==> src/srfl_pkg.sv <==
// ---------------------------------------------------------------------------
// srfl_pkg
// shared types and constants of the sorted range floor lookup
// ---------------------------------------------------------------------------
`default_nettype none

package srfl_pkg;

   localparam int MAX_ENTRIES   = 4096;
   localparam int IDX_W         = $clog2(MAX_ENTRIES);
   localparam int CNT_W         = IDX_W + 1;
   localparam int FIELD_INDEX_W = 12;
   localparam int KEY_W         = 32;
   localparam int ADDR_W        = 32;
   localparam int QUEUE_DEPTH   = 2;
   localparam int QPTR_W        = $clog2(QUEUE_DEPTH);
   localparam int QCNT_W        = $clog2(QUEUE_DEPTH + 1);
   localparam int CSR_ADDR_W    = 3;
   localparam int CSR_DATA_W    = 32;

   localparam logic [ADDR_W-1:0] RECORD_BYTES = ADDR_W'(7);

   localparam logic KIND_WRITE = 1'b0;
   localparam logic KIND_QUERY = 1'b1;

   localparam logic REG_INDEX_BASE = 1'b0;
   localparam logic REG_LAST_INDEX = 1'b1;

   typedef struct packed {
      logic                     is_query;
      logic [IDX_W-1:0]         entry_index;
      logic [KEY_W-1:0]         key;
   } item_type;

   typedef struct packed {
      logic [ADDR_W-1:0]        index_base;
      logic [FIELD_INDEX_W-1:0] last_index;
   } cfg_type;

   typedef enum logic [1:0] {
      BK_IDLE,
      BK_CHECK,
      BK_COMPARE,
      BK_DONE
   } back_state_type;

endpackage

`default_nettype wire

==> src/srfl_queue.sv <==
// ---------------------------------------------------------------------------
// srfl_queue
// short item queue between the front and the search engine
// ---------------------------------------------------------------------------
`default_nettype none

module srfl_queue import srfl_pkg::*; (
   input  wire logic     clock,
   input  wire logic     reset,
   input  wire logic     push,
   input  item_type      push_item,
   output logic          full,
   input  wire logic     pop,
   output logic          head_valid,
   output item_type      head_item
);

   item_type             entries_ff [QUEUE_DEPTH];
   logic [QPTR_W-1:0]    wr_ptr_ff;
   logic [QPTR_W-1:0]    wr_ptr_in;
   logic [QPTR_W-1:0]    rd_ptr_ff;
   logic [QPTR_W-1:0]    rd_ptr_in;
   logic [QCNT_W-1:0]    count_ff;
   logic [QCNT_W-1:0]    count_in;
   logic                 do_push;
   logic                 do_pop;

   assign full       = (count_ff == QCNT_W'(QUEUE_DEPTH));
   assign head_valid = (count_ff != '0);
   assign head_item  = entries_ff[rd_ptr_ff];
   assign do_push    = push & ~full;
   assign do_pop     = pop & head_valid;

   always_comb begin
      wr_ptr_in = wr_ptr_ff;
      rd_ptr_in = rd_ptr_ff;
      count_in  = count_ff;
      if (do_push) begin
         wr_ptr_in = (wr_ptr_ff == QPTR_W'(QUEUE_DEPTH - 1)) ? '0 : wr_ptr_ff + 1'b1;
      end
      if (do_pop) begin
         rd_ptr_in = (rd_ptr_ff == QPTR_W'(QUEUE_DEPTH - 1)) ? '0 : rd_ptr_ff + 1'b1;
      end
      unique case ({do_push, do_pop})
         2'b10:   count_in = count_ff + 1'b1;
         2'b01:   count_in = count_ff - 1'b1;
         default: count_in = count_ff;
      endcase
   end

   always_ff @(posedge clock) begin
      if (reset) begin
         wr_ptr_ff <= '0;
         rd_ptr_ff <= '0;
         count_ff  <= '0;
      end else begin
         wr_ptr_ff <= wr_ptr_in;
         rd_ptr_ff <= rd_ptr_in;
         count_ff  <= count_in;
      end
   end

   always_ff @(posedge clock) begin
      if (do_push) begin
         entries_ff[wr_ptr_ff] <= push_item;
      end
   end

endmodule

`default_nettype wire

==> config.mk <==
export PLATFORM = sky130hd
export DESIGN_NAME = srfl_queue
export DESIGN_NICKNAME = d
export VERILOG_FILES = /design/src/srfl_pkg.sv /design/src/srfl_queue.sv
export SDC_FILE = /design/constraint.sdc
export NUM_CORES = 1
export LEC_CHECK = 0
export ABC_AREA = 1
export BUFFER_PORTS_ARGS = -buffer_cell sky130_fd_sc_hd__buf_2
export CORE_MARGIN = 2
export CORE_UTILIZATION = 47
export CTS_BUF_LIST = sky130_fd_sc_hd__clkbuf_16
export DETAILED_ROUTE_END_ITERATION = 7
export GPL_ROUTABILITY_DRIVEN = 0
export GPL_TIMING_DRIVEN = 0
export PLACE_DENSITY = 0.75
export SLEW_MARGIN = 5
export SYNTH_ARGS = -nofsm -noshare
export SYNTH_HDL_FRONTEND = slang
export SYNTH_SLANG_ARGS = --single-unit
==> constraint.sdc <==
create_clock -name clock -period 2.85 [get_ports clock]
set_input_delay 0.4275 -clock clock [delete_from_list [all_inputs] [get_ports clock]]
set_output_delay 0.4275 -clock clock [all_outputs]
set_load 0.01 [all_outputs]
==> impl_metrics.json, run 1 <==
{
  "yosys-top-cells-area": "edfxtp_1 73%, mux2_4 16%, dfxtp_1 2.7%",
  "overflow": 0,
  "vias_per_cell": 4.72,
  "firstDrtPassIters": 4,
  "finalSetupViolCount": 0,
  "synth_top_family_by_area": "multiplexers",
  "grt_start_max_net_pins": 24,
  "cp_max_fo": 23,
  "clkLatencyLatePin_ns": 0.33,
  "cts_resized": 0,
  "synthSimpleGateAreaFrac": 0.0220,
  "path_clk_slew_ns": 0.06,
  "grt.total_usage": 0.143,
  "worstPathRequired_ns": 2.88,
  "vias": 1866,
  "fin_nets": 338,
  "remaining_drc_errors": 0,
  "min_period_over_period": 0.679,
  "async_flop_share": 0,
  "yosys.area.top_type_share": 0.731,
  "worst_pin_slew_ns": 0.713,
  "grt_pass1_vias": 1878,
  "cts.sinks": 95,
  "hp-start": "push_item[6]",
  "startpoint": "count_ff[0]",
  "antenna_found_initial": 0,
  "h-tree-depth": 3,
  "cp_common_cell": "nor2_1",
  "final.setup.tns_ns": 0,
  "synth_mux_area_frac": 0.178,
  "cts_root_buf": "clkbuf_16",
  "io_pins": 96,
  "fmax_mhz": 517,
  "wl_microns": 5800,
  "fp-row-count": 32,
  "synthTopCellsByCount": "90 x edfxtp_1, 40 x mux2_4, 12 x nor2_1",
  "ant_nets": 0,
  "synth_cell_types": 13,
  "start_kind": "flop",
  "core_sq_um": 7690,
  "dieHeight_microns": 92.7,
  "synth_flop_cell": "edfxtp_1",
  "synth_compound_area_frac": 0.00406,
  "crit_arrival_ns": 1.97,
  "die_area_sq_um": 8590,
  "peakVddDrop_mv": 0.409,
  "synthCells": 180,
  "synth_most_common_cell": "edfxtp_1",
  "slew_headroom": 0.523,
  "leakagePower_nw": 1.87,
  "final_layout_size_suffix_gt1_frac": 0.556,
  "antenna_cells": 0,
  "period_needed_ns": 1.93,
  "final-hold-violation-count": 0,
  "stdcell_area_sq_um": 4640,
  "post-cts-setup-buffer-count": 0,
  "power_w": 0.00372,
  "floorplan.initialDensity": 0.481,
  "syn_avg_cell_area_sq_um": 20.5,
  "synth_area_sq_um": 3700,
  "route.detailed.wl_per_inst_microns": 14.7,
  "synth_nets": 230,
  "place_area_sq_um": 4350,
  "drt_iter0_markers": 25,
  "yosys.area_share.adder": 0.00338,
  "yosysSeqAreaShare": 0.758,
  "drv_cap": 0,
  "fillers": 606,
  "crit_chain": "nor2_1 > nor2_1 > inv_1 > nor2_4 > buf_12",
  "cpMaxStageDelayCell": "nor2_4",
  "end_kind": "flop",
  "clockBufferDepth": 2,
  "slew_viol_final": 0,
  "cts_made_buffers": 9,
  "grt_pass1_wl_microns": 9020,
  "yosysTopAreaCell": "edfxtp_1",
  "synth_seq_cells": 95,
  "hold_path_class": "primary input to flop",
  "synth-edff-count": 90,
  "grt_setup_unrepaired": "false",
  "r2r-start": "count_ff[0]",
  "syn_to_final_growth_pct": 25.4,
  "ctsHoldBuffers": 0,
  "outcome": "complete, no violations",
  "die_w_microns": 92.7,
  "finish.utilization": 0.603,
  "power_density_nw_per_um2": 802,
  "critPathKind": "flop to flop",
  "max_stage_delay_ns": 0.56,
  "finClkSkew_ns": 0.00588,
  "synth_xor_area_frac": 0,
  "cts_tree": "done",
  "yosys_warnings": 0,
  "dp_hpwl_microns": 3940,
  "r2r_slack_ns": 0.92,
  "port_buffers": 95
}
## power by group
part           switching (W)  internal (W)
Sequential         0.0000440       0.00171
Clock               0.000473      0.000673
Combinational       0.000390      0.000432
Total               0.000906       0.00281
## cells by family after synthesis
kind of cell / Yosys count
fa+ha+maj: 1
compound gates: 3
simple gates: 21
buf+inv: 15
flops: 95
mux: 45
## critical path: cells and delay by family (launching register included)
family	cells	cell delay (ns)
flip-flops	1	0.39
AND/OR/NAND/NOR	3	0.85
buffers and inverters	2	0.39
## registers in the layout, indices dropped and copies added, names as in the netlist, named ones only
register	count
entries_ff	90
rd_ptr_ff	1
wr_ptr_ff	1
count_ff	2
## cell usage in the layout (no fill, tap or decap), types with 5 or more instances in the layout
cell type / instances
inv_1: 10
mux2_2: 5
mux2_4: 40
edfxtp_1: 90
clkbuf_16: 9
buf_2: 95
dfxtp_1: 5
nor2_1: 11
nand2_1: 8
buf_12: 6
## path summary, 6_finish.rpt
| kind | endpoint | cells after the start |
|---|---|---|
| hold / removal | entries_ff[1][6] | 1 |
| hold reg to reg | flop | 2 |
| setup reg to reg | entries_ff[0][36] | 5 |
| setup / recovery | entries_ff[0][36] | 5 |
## area by class of cell
cell class,instances,area (sq um),area share
clock buffer,9,225,0.0486
clock inverter,7,65.1,0.0140
inverter,10,37.5,0.00809
multi-input combinational,70,773,0.167
buffer,5,91.3,0.0197
timing repair buffer,97,515,0.111
tap,102,128,0.0275
sequential,95,2800,0.604
## stage by stage
stage                     hold slack (ns)  cells  worst slack (ns)
final                               0.281    395             0.916
after global routing                0.268    395             0.713
after CTS                           0.269    395             0.845
after detailed placement            0.496    379             0.774
after global placement              0.478    377            -0.203
after floorplan                     0.465    180             0.584
## routing by layer
| metal | vias up | part of all wire | track usage |
|---|---|---|---|
| met3 | 12 | 0.058 | 0.0350 |
| met4 | 0 | 0.021 | 0.0748 |
| met5 | - | 0 | 0 |
| met2 | 65 | 0.49 | 0.239 |
| li1 | 893 | - | - |
| met1 | 896 | 0.43 | 0.172 |
(Power assumes the default switching activity.)
==> run 2, diff against run 1 <==
--- a/config.mk
+++ b/config.mk
@@ -8,12 +8,12 @@
 export ABC_AREA = 1
 export BUFFER_PORTS_ARGS = -buffer_cell sky130_fd_sc_hd__buf_2
 export CORE_MARGIN = 2
-export CORE_UTILIZATION = 47
+export CORE_UTILIZATION = 52
 export CTS_BUF_LIST = sky130_fd_sc_hd__clkbuf_16
 export DETAILED_ROUTE_END_ITERATION = 7
 export GPL_ROUTABILITY_DRIVEN = 0
 export GPL_TIMING_DRIVEN = 0
-export PLACE_DENSITY = 0.75
+export PLACE_DENSITY = 0.79
 export SLEW_MARGIN = 5
 export SYNTH_ARGS = -nofsm -noshare
 export SYNTH_HDL_FRONTEND = slang
==> constraint.sdc (replaced) <==
create_clock -name clock -period 1.9 [get_ports clock]
set_input_delay 0.285 -clock clock [delete_from_list [all_inputs] [get_ports clock]]
set_output_delay 0.285 -clock clock [all_outputs]
set_load 0.01 [all_outputs]
==> run 2 against run 1 <==
Die area decreased by 9.2%. Cell count decreased by 1.5%. Cell area decreased by 0.32%. Combinational power increased by 50%. Setup slack got worse by 0.80 ns. Total power increased by 51%. Sequential share of layout area increased by 0.20 points. Count of clock-buffer cells in the layout unchanged. First-iteration DRC count increased by 140%. Sequential power increased by 50%.
==> impl_metrics.json, run 2 (synthesis results as in run 1) <==
{
  "outcome": "complete, no violations",
  "clockBufferDepth": 2,
  "remaining_drc_errors": 0,
  "cts.sinks": 95,
  "die_area_sq_um": 7800,
  "worst_pin_slew_ns": 0.697,
  "grt_start_max_net_pins": 24,
  "cpMaxStageDelayCell": "nor2_4",
  "multi_input_area_sq_um": 787,
  "crit_arrival_ns": 1.75,
  "h-tree-depth": 3,
  "cp_top_family": "simple AND/OR/NAND/NOR gates",
  "period_needed_ns": 1.79,
  "finalSetupViolCount": 0,
  "vias_per_cell": 4.85,
  "grt_pass1_vias": 1901,
  "fp-row-count": 30,
  "max_stage_delay_ns": 0.57,
  "io_pins": 96,
  "final-hold-violation-count": 0,
  "critPathKind": "flop to flop",
  "wl_microns": 6070,
  "drv_cap": 0,
  "worstPathRequired_ns": 1.86,
  "cts_tree": "done",
  "overflow": 0,
  "seqCellArea_sq_um": 2800,
  "cts_root_buf": "clkbuf_16",
  "preCtsSetupSlack_ns": -0.286,
  "grt.total_usage": 0.162,
  "antenna_cells": 0,
  "dp_hpwl_microns": 3920,
  "layout_common_cells": "95 x buf_2, 90 x edfxtp_1, 40 x mux2_4, 11 x nor2_1",
  "regMostFlops": "entries_ff",
  "route.detailed.wl_per_inst_microns": 15.6,
  "syn_to_final_growth_pct": 25.0,
  "fin_nets": 338,
  "hold_path_class": "primary input to flop",
  "ant_nets": 0,
  "slew_viol_final": 0,
  "clkLatencyLatePin_ns": 0.34,
  "peakVddDrop_mv": 0.677,
  "fillers": 484,
  "die_w_microns": 88.3,
  "layout_setup_ws_ns": 0.112,
  "grt_setup_unrepaired": "false",
  "cp_max_fo": 23,
  "firstDrtPassIters": 5,
  "antenna_found_initial": 0,
  "leakagePower_nw": 1.85,
  "start_kind": "flop",
  "floorplan.initialDensity": 0.541,
  "port_buffers": 95,
  "finish.utilization": 0.677,
  "grt_pass1_wl_microns": 8880,
  "crit_chain": "inv_1 > nor2_1 > nor2_1 > inv_1 > nor2_4",
  "cts_made_buffers": 9,
  "min_period_over_period": 0.941,
  "path_buf_inv": 2,
  "end_kind": "flop",
  "slew_headroom": 0.534,
  "finClkSkew_ns": 0.00591,
  "r2r_slack_ns": 0.11,
  "core_sq_um": 6830,
  "path_clk_slew_ns": 0.07,
  "fmax_mhz": 559,
  "power_density_nw_per_um2": 1210,
  "drt_iter0_markers": 59,
  "final_layout_size_suffix_gt1_frac": 0.563,
  "largest_register_ffs": 90,
  "reg_top3": "entries_ff: 90 flops, count_ff: 2 flops",
  "vias": 1886,
  "dieHeight_microns": 88.3,
  "layout_commonest_cell": "buf_2"
}
run 2: cell type report:
class | instances | area share
repair buffers | 95 | 0.103
multi-input cells | 71 | 0.170
inverters | 10 | 0.00893
plain buffers | 5 | 0.0198
clock buffers | 9 | 0.0487
flip-flops and latches | 95 | 0.606
repair inverters | 1 | 0.00162
clock inverters | 7 | 0.0157
well taps | 96 | 0.0260
run 2: path summary, 6_finish.rpt:
path / startpoint / endpoint / depth (start not counted)
worst max-delay path: count_ff[1] / entries_ff[0][39] / 5
worst min-delay path: push_item[25] / entries_ff[0][25] / 1
worst min register to register: rd_ptr_ff / rd_ptr_ff / 2
worst max register to register: count_ff[1] / entries_ff[0][39] / 5
run 2: metal layers:
| layer | vias to the layer above | track usage | wire length (microns) |
|---|---|---|---|
| li1 | 896 | - | - |
| met1 | 917 | 0.181 | 2480 |
| met2 | 64 | 0.278 | 3140 |
| met3 | 9 | 0.0448 | 320 |
| met4 | 0 | 0.0909 | 131 |
| met5 | - | 0 | 0 |
run 2: power breakdown:
part	internal [W]	switching [W]	leakage [nW]
Combinational	0.000630	0.000598	0.823
Sequential	0.00256	0.0000727	0.883
Clock	0.00102	0.000733	0.143
Total	0.00421	0.00140	1.85
run 2: timing repair:
action / 4_1_cts / 5_1_grt
endpoints found under the setup margin: 90 / 45
cloned: 2 / 0
hold buffers: 0 / 0
endpoints found under the hold margin: 0 / 0
setup buffers: 0 / 0
gates resized for setup: 2 / 1
run 2: worst register-to-register path: stages, from the launching register on:
cell and delay [ns]:
dfxtp_1 0.33, inv_1 0.08, nor2_1 0.05, nor2_1 0.20, inv_1 0.18, nor2_4 0.57
run 2: metrics by stage:
| step | power [W] | hold WS (ns) | cell area, sq um | std cells | setup TNS, ns |
|---|---|---|---|---|---|
| 3_5_place_dp | 0.00391 | 0.476 | 4300 | 371 | -25.19 |
| 4_1_cts | 0.00569 | 0.120 | 4620 | 389 | 0 |
| 3_3_place_gp | 0.00387 | 0.472 | 4300 | 371 | -20.36 |
| 5_1_grt | 0.00586 | 0.118 | 4620 | 389 | 0 |
| 6_report | 0.00562 | 0.132 | 4620 | 389 | 0 |
| 2_1_floorplan | 0.00351 | 0.384 | 3710 | 180 | 0 |
==> run 3, diff against run 2 <==
==> constraint.sdc (replaced) <==
create_clock -name clock -period 2 [get_ports clock]
set_input_delay 0.3 -clock clock [delete_from_list [all_inputs] [get_ports clock]]
set_output_delay 0.3 -clock clock [all_outputs]
set_load 0.01 [all_outputs]
==> run 3 against run 2 <==
Wire length shrank 5.8%. Total power down 5.9%. Die area unchanged. Sequential power decreased by 5%. Worst hold slack better by 0.022 ns. Via count fell by 1.5%. Combinational power shrank 5%. Non-clock buffer count up 1. Setup slack gained 0.076 ns. Cell area about the same. Sequential share of layout area is essentially flat. First-iteration DRC count is 8.5% lower. Critical path type unchanged.
==> impl_metrics.json, run 3 (synthesis results as in run 1) <==
{
  "min_to": "entries_ff[1][24]",
  "fmax_mhz": 552,
  "leakagePower_nw": 1.86,
  "use_met1": 0.177,
  "worst_pin_slew_ns": 0.755,
  "port_buffers": 95,
  "cts_made_buffers": 9,
  "drt_iter0_markers": 54,
  "clkLatencyLatePin_ns": 0.33,
  "fp-row-count": 30,
  "grt_use_met3": 0.0457,
  "max_stage_delay_ns": 0.63,
  "route.detailed.wl_per_inst_microns": 14.7,
  "path_depth": 5,
  "slew_headroom": 0.496,
  "dieHeight_microns": 88.3,
  "grt.total_usage": 0.154,
  "drv_cap": 0,
  "period_needed_ns": 1.81,
  "regMostFlops": "entries_ff",
  "antenna_cells": 0,
  "die_area_sq_um": 7800,
  "fin_nets": 338,
  "reg_top3": "entries_ff: 90 flops, count_ff: 2 flops",
  "cts_tree": "done",
  "layout_common_cells": "95 x buf_2, 90 x edfxtp_1, 40 x mux2_4, 11 x nor2_1",
  "hp-start": "push_item[24]",
  "r2r-start": "count_ff[1]",
  "rr_endpoint": "entries_ff[0][39]",
  "wl_microns": 5720,
  "grt_start_max_net_pins": 33,
  "grt_setup_unrepaired": "false",
  "firstDrtPassIters": 4,
  "cp_top_family": "simple AND/OR/NAND/NOR gates",
  "min_period_over_period": 0.906,
  "outcome": "complete, no violations",
  "end_kind": "flop",
  "cts_root_buf": "clkbuf_16",
  "syn_to_final_growth_pct": 24.9,
  "ant_nets": 0,
  "crit_chain": "inv_1 > nor2_1 > nor2_1 > inv_1 > nor2_4",
  "slew_viol_final": 0,
  "vias_per_cell": 4.79,
  "h-tree-depth": 3,
  "dp_hpwl_microns": 3670,
  "largest_register_ffs": 90,
  "antenna_found_initial": 0,
  "r2r_slack_ns": 0.19,
  "crit_arrival_ns": 1.77,
  "grt_pass1_wl_microns": 8690,
  "finalSetupViolCount": 0,
  "core_sq_um": 6830,
  "overflow": 0,
  "peakVddDrop_mv": 0.726,
  "start_kind": "flop",
  "ctsHoldBuffers": 0,
  "grt-busiest-layer": "met2",
  "remaining_drc_errors": 0,
  "post-cts-setup-buffer-count": 0,
  "cp_max_fo": 23,
  "io_pins": 96,
  "die_w_microns": 88.3,
  "final.setup.tns_ns": 0,
  "cpMaxStageDelayCell": "nor2_4",
  "floorplan.initialDensity": 0.541,
  "power_density_nw_per_um2": 1140,
  "path_buf_inv": 2,
  "worst-r2r-cell-count": 5,
  "hold_path_depth": 1,
  "path_clk_slew_ns": 0.06,
  "grt_pass1_vias": 1832,
  "hold_path_class": "primary input to flop",
  "cts_resized": 1,
  "cts.sinks": 95,
  "hold_slack_ns": 0.155,
  "layout_commonest_cell": "buf_2",
  "final_layout_size_suffix_gt1_frac": 0.555,
  "critPathKind": "flop to flop",
  "final-hold-violation-count": 0,
  "worstPathRequired_ns": 1.96,
  "use_met2": 0.262,
  "clockBufferDepth": 2,
  "vias": 1857,
  "finClkSkew_ns": 0.00387
}
## run 3: changes by cell type in the layout (fill, tap and decap cells not counted), sizes merged
| cell | delta |
|---|---|
| clkinvlp | -2 |
| buf | +1 |
## run 3: how the worst max path moves through the flow
stage                                    to         from
after CTS                 entries_ff[0][36]  count_ff[1]
after detailed placement  entries_ff[0][36]  count_ff[1]
after global placement    entries_ff[1][39]  count_ff[0]
after global routing      entries_ff[0][39]  count_ff[1]
final                     entries_ff[0][39]  count_ff[1]
after floorplan            entries_ff[1][0]  count_ff[0]
## run 3: routing by layer
metal | share of wire | vias up
met5 | 0 | -
met4 | 0.017 | 0
met3 | 0.056 | 9
met2 | 0.52 | 68
met1 | 0.41 | 888
li1 | - | 892
## run 3: worst reg2reg max path: cells and delay by family (launching register included)
family | cells | cell delay (ns)
buf+inv | 2 | 0.24
flops | 1 | 0.33
simple gates | 3 | 0.87
## run 3: stage by stage
step                instances  total power, W  setup slack (ns)  instance area (sq um)   util
finish                    388         0.00528             0.188                   4620  0.676
global route              388         0.00552            0.0333                   4620  0.676
CTS                       388         0.00535             0.155                   4620  0.676
detailed placement        372         0.00371            -0.233                   4320  0.632
global placement          371         0.00367            -0.461                   4300  0.629
floorplan                 180         0.00334            0.0453                   3700      -
## run 3: final cells by class
cell class / count / area [sq um]
Clock buffer: 9 / 225
Tap cell: 96 / 120
Clock inverter: 6 / 62.6
Multi-Input combinational cell: 71 / 785
Timing Repair Buffer: 96 / 495
Sequential cell: 95 / 2800
Fill cell: 480 / 2210
Buffer: 5 / 91.3
Inverter: 10 / 37.5
## run 3: where the power goes
group	leakage, nW	internal (W)	switching (W)	total (W)
Clock	0.137	0.000956	0.000659	0.00161
Sequential	0.883	0.00243	0.0000638	0.00250
Combinational	0.837	0.000606	0.000565	0.00117
Total	1.86	0.00399	0.00129	0.00528
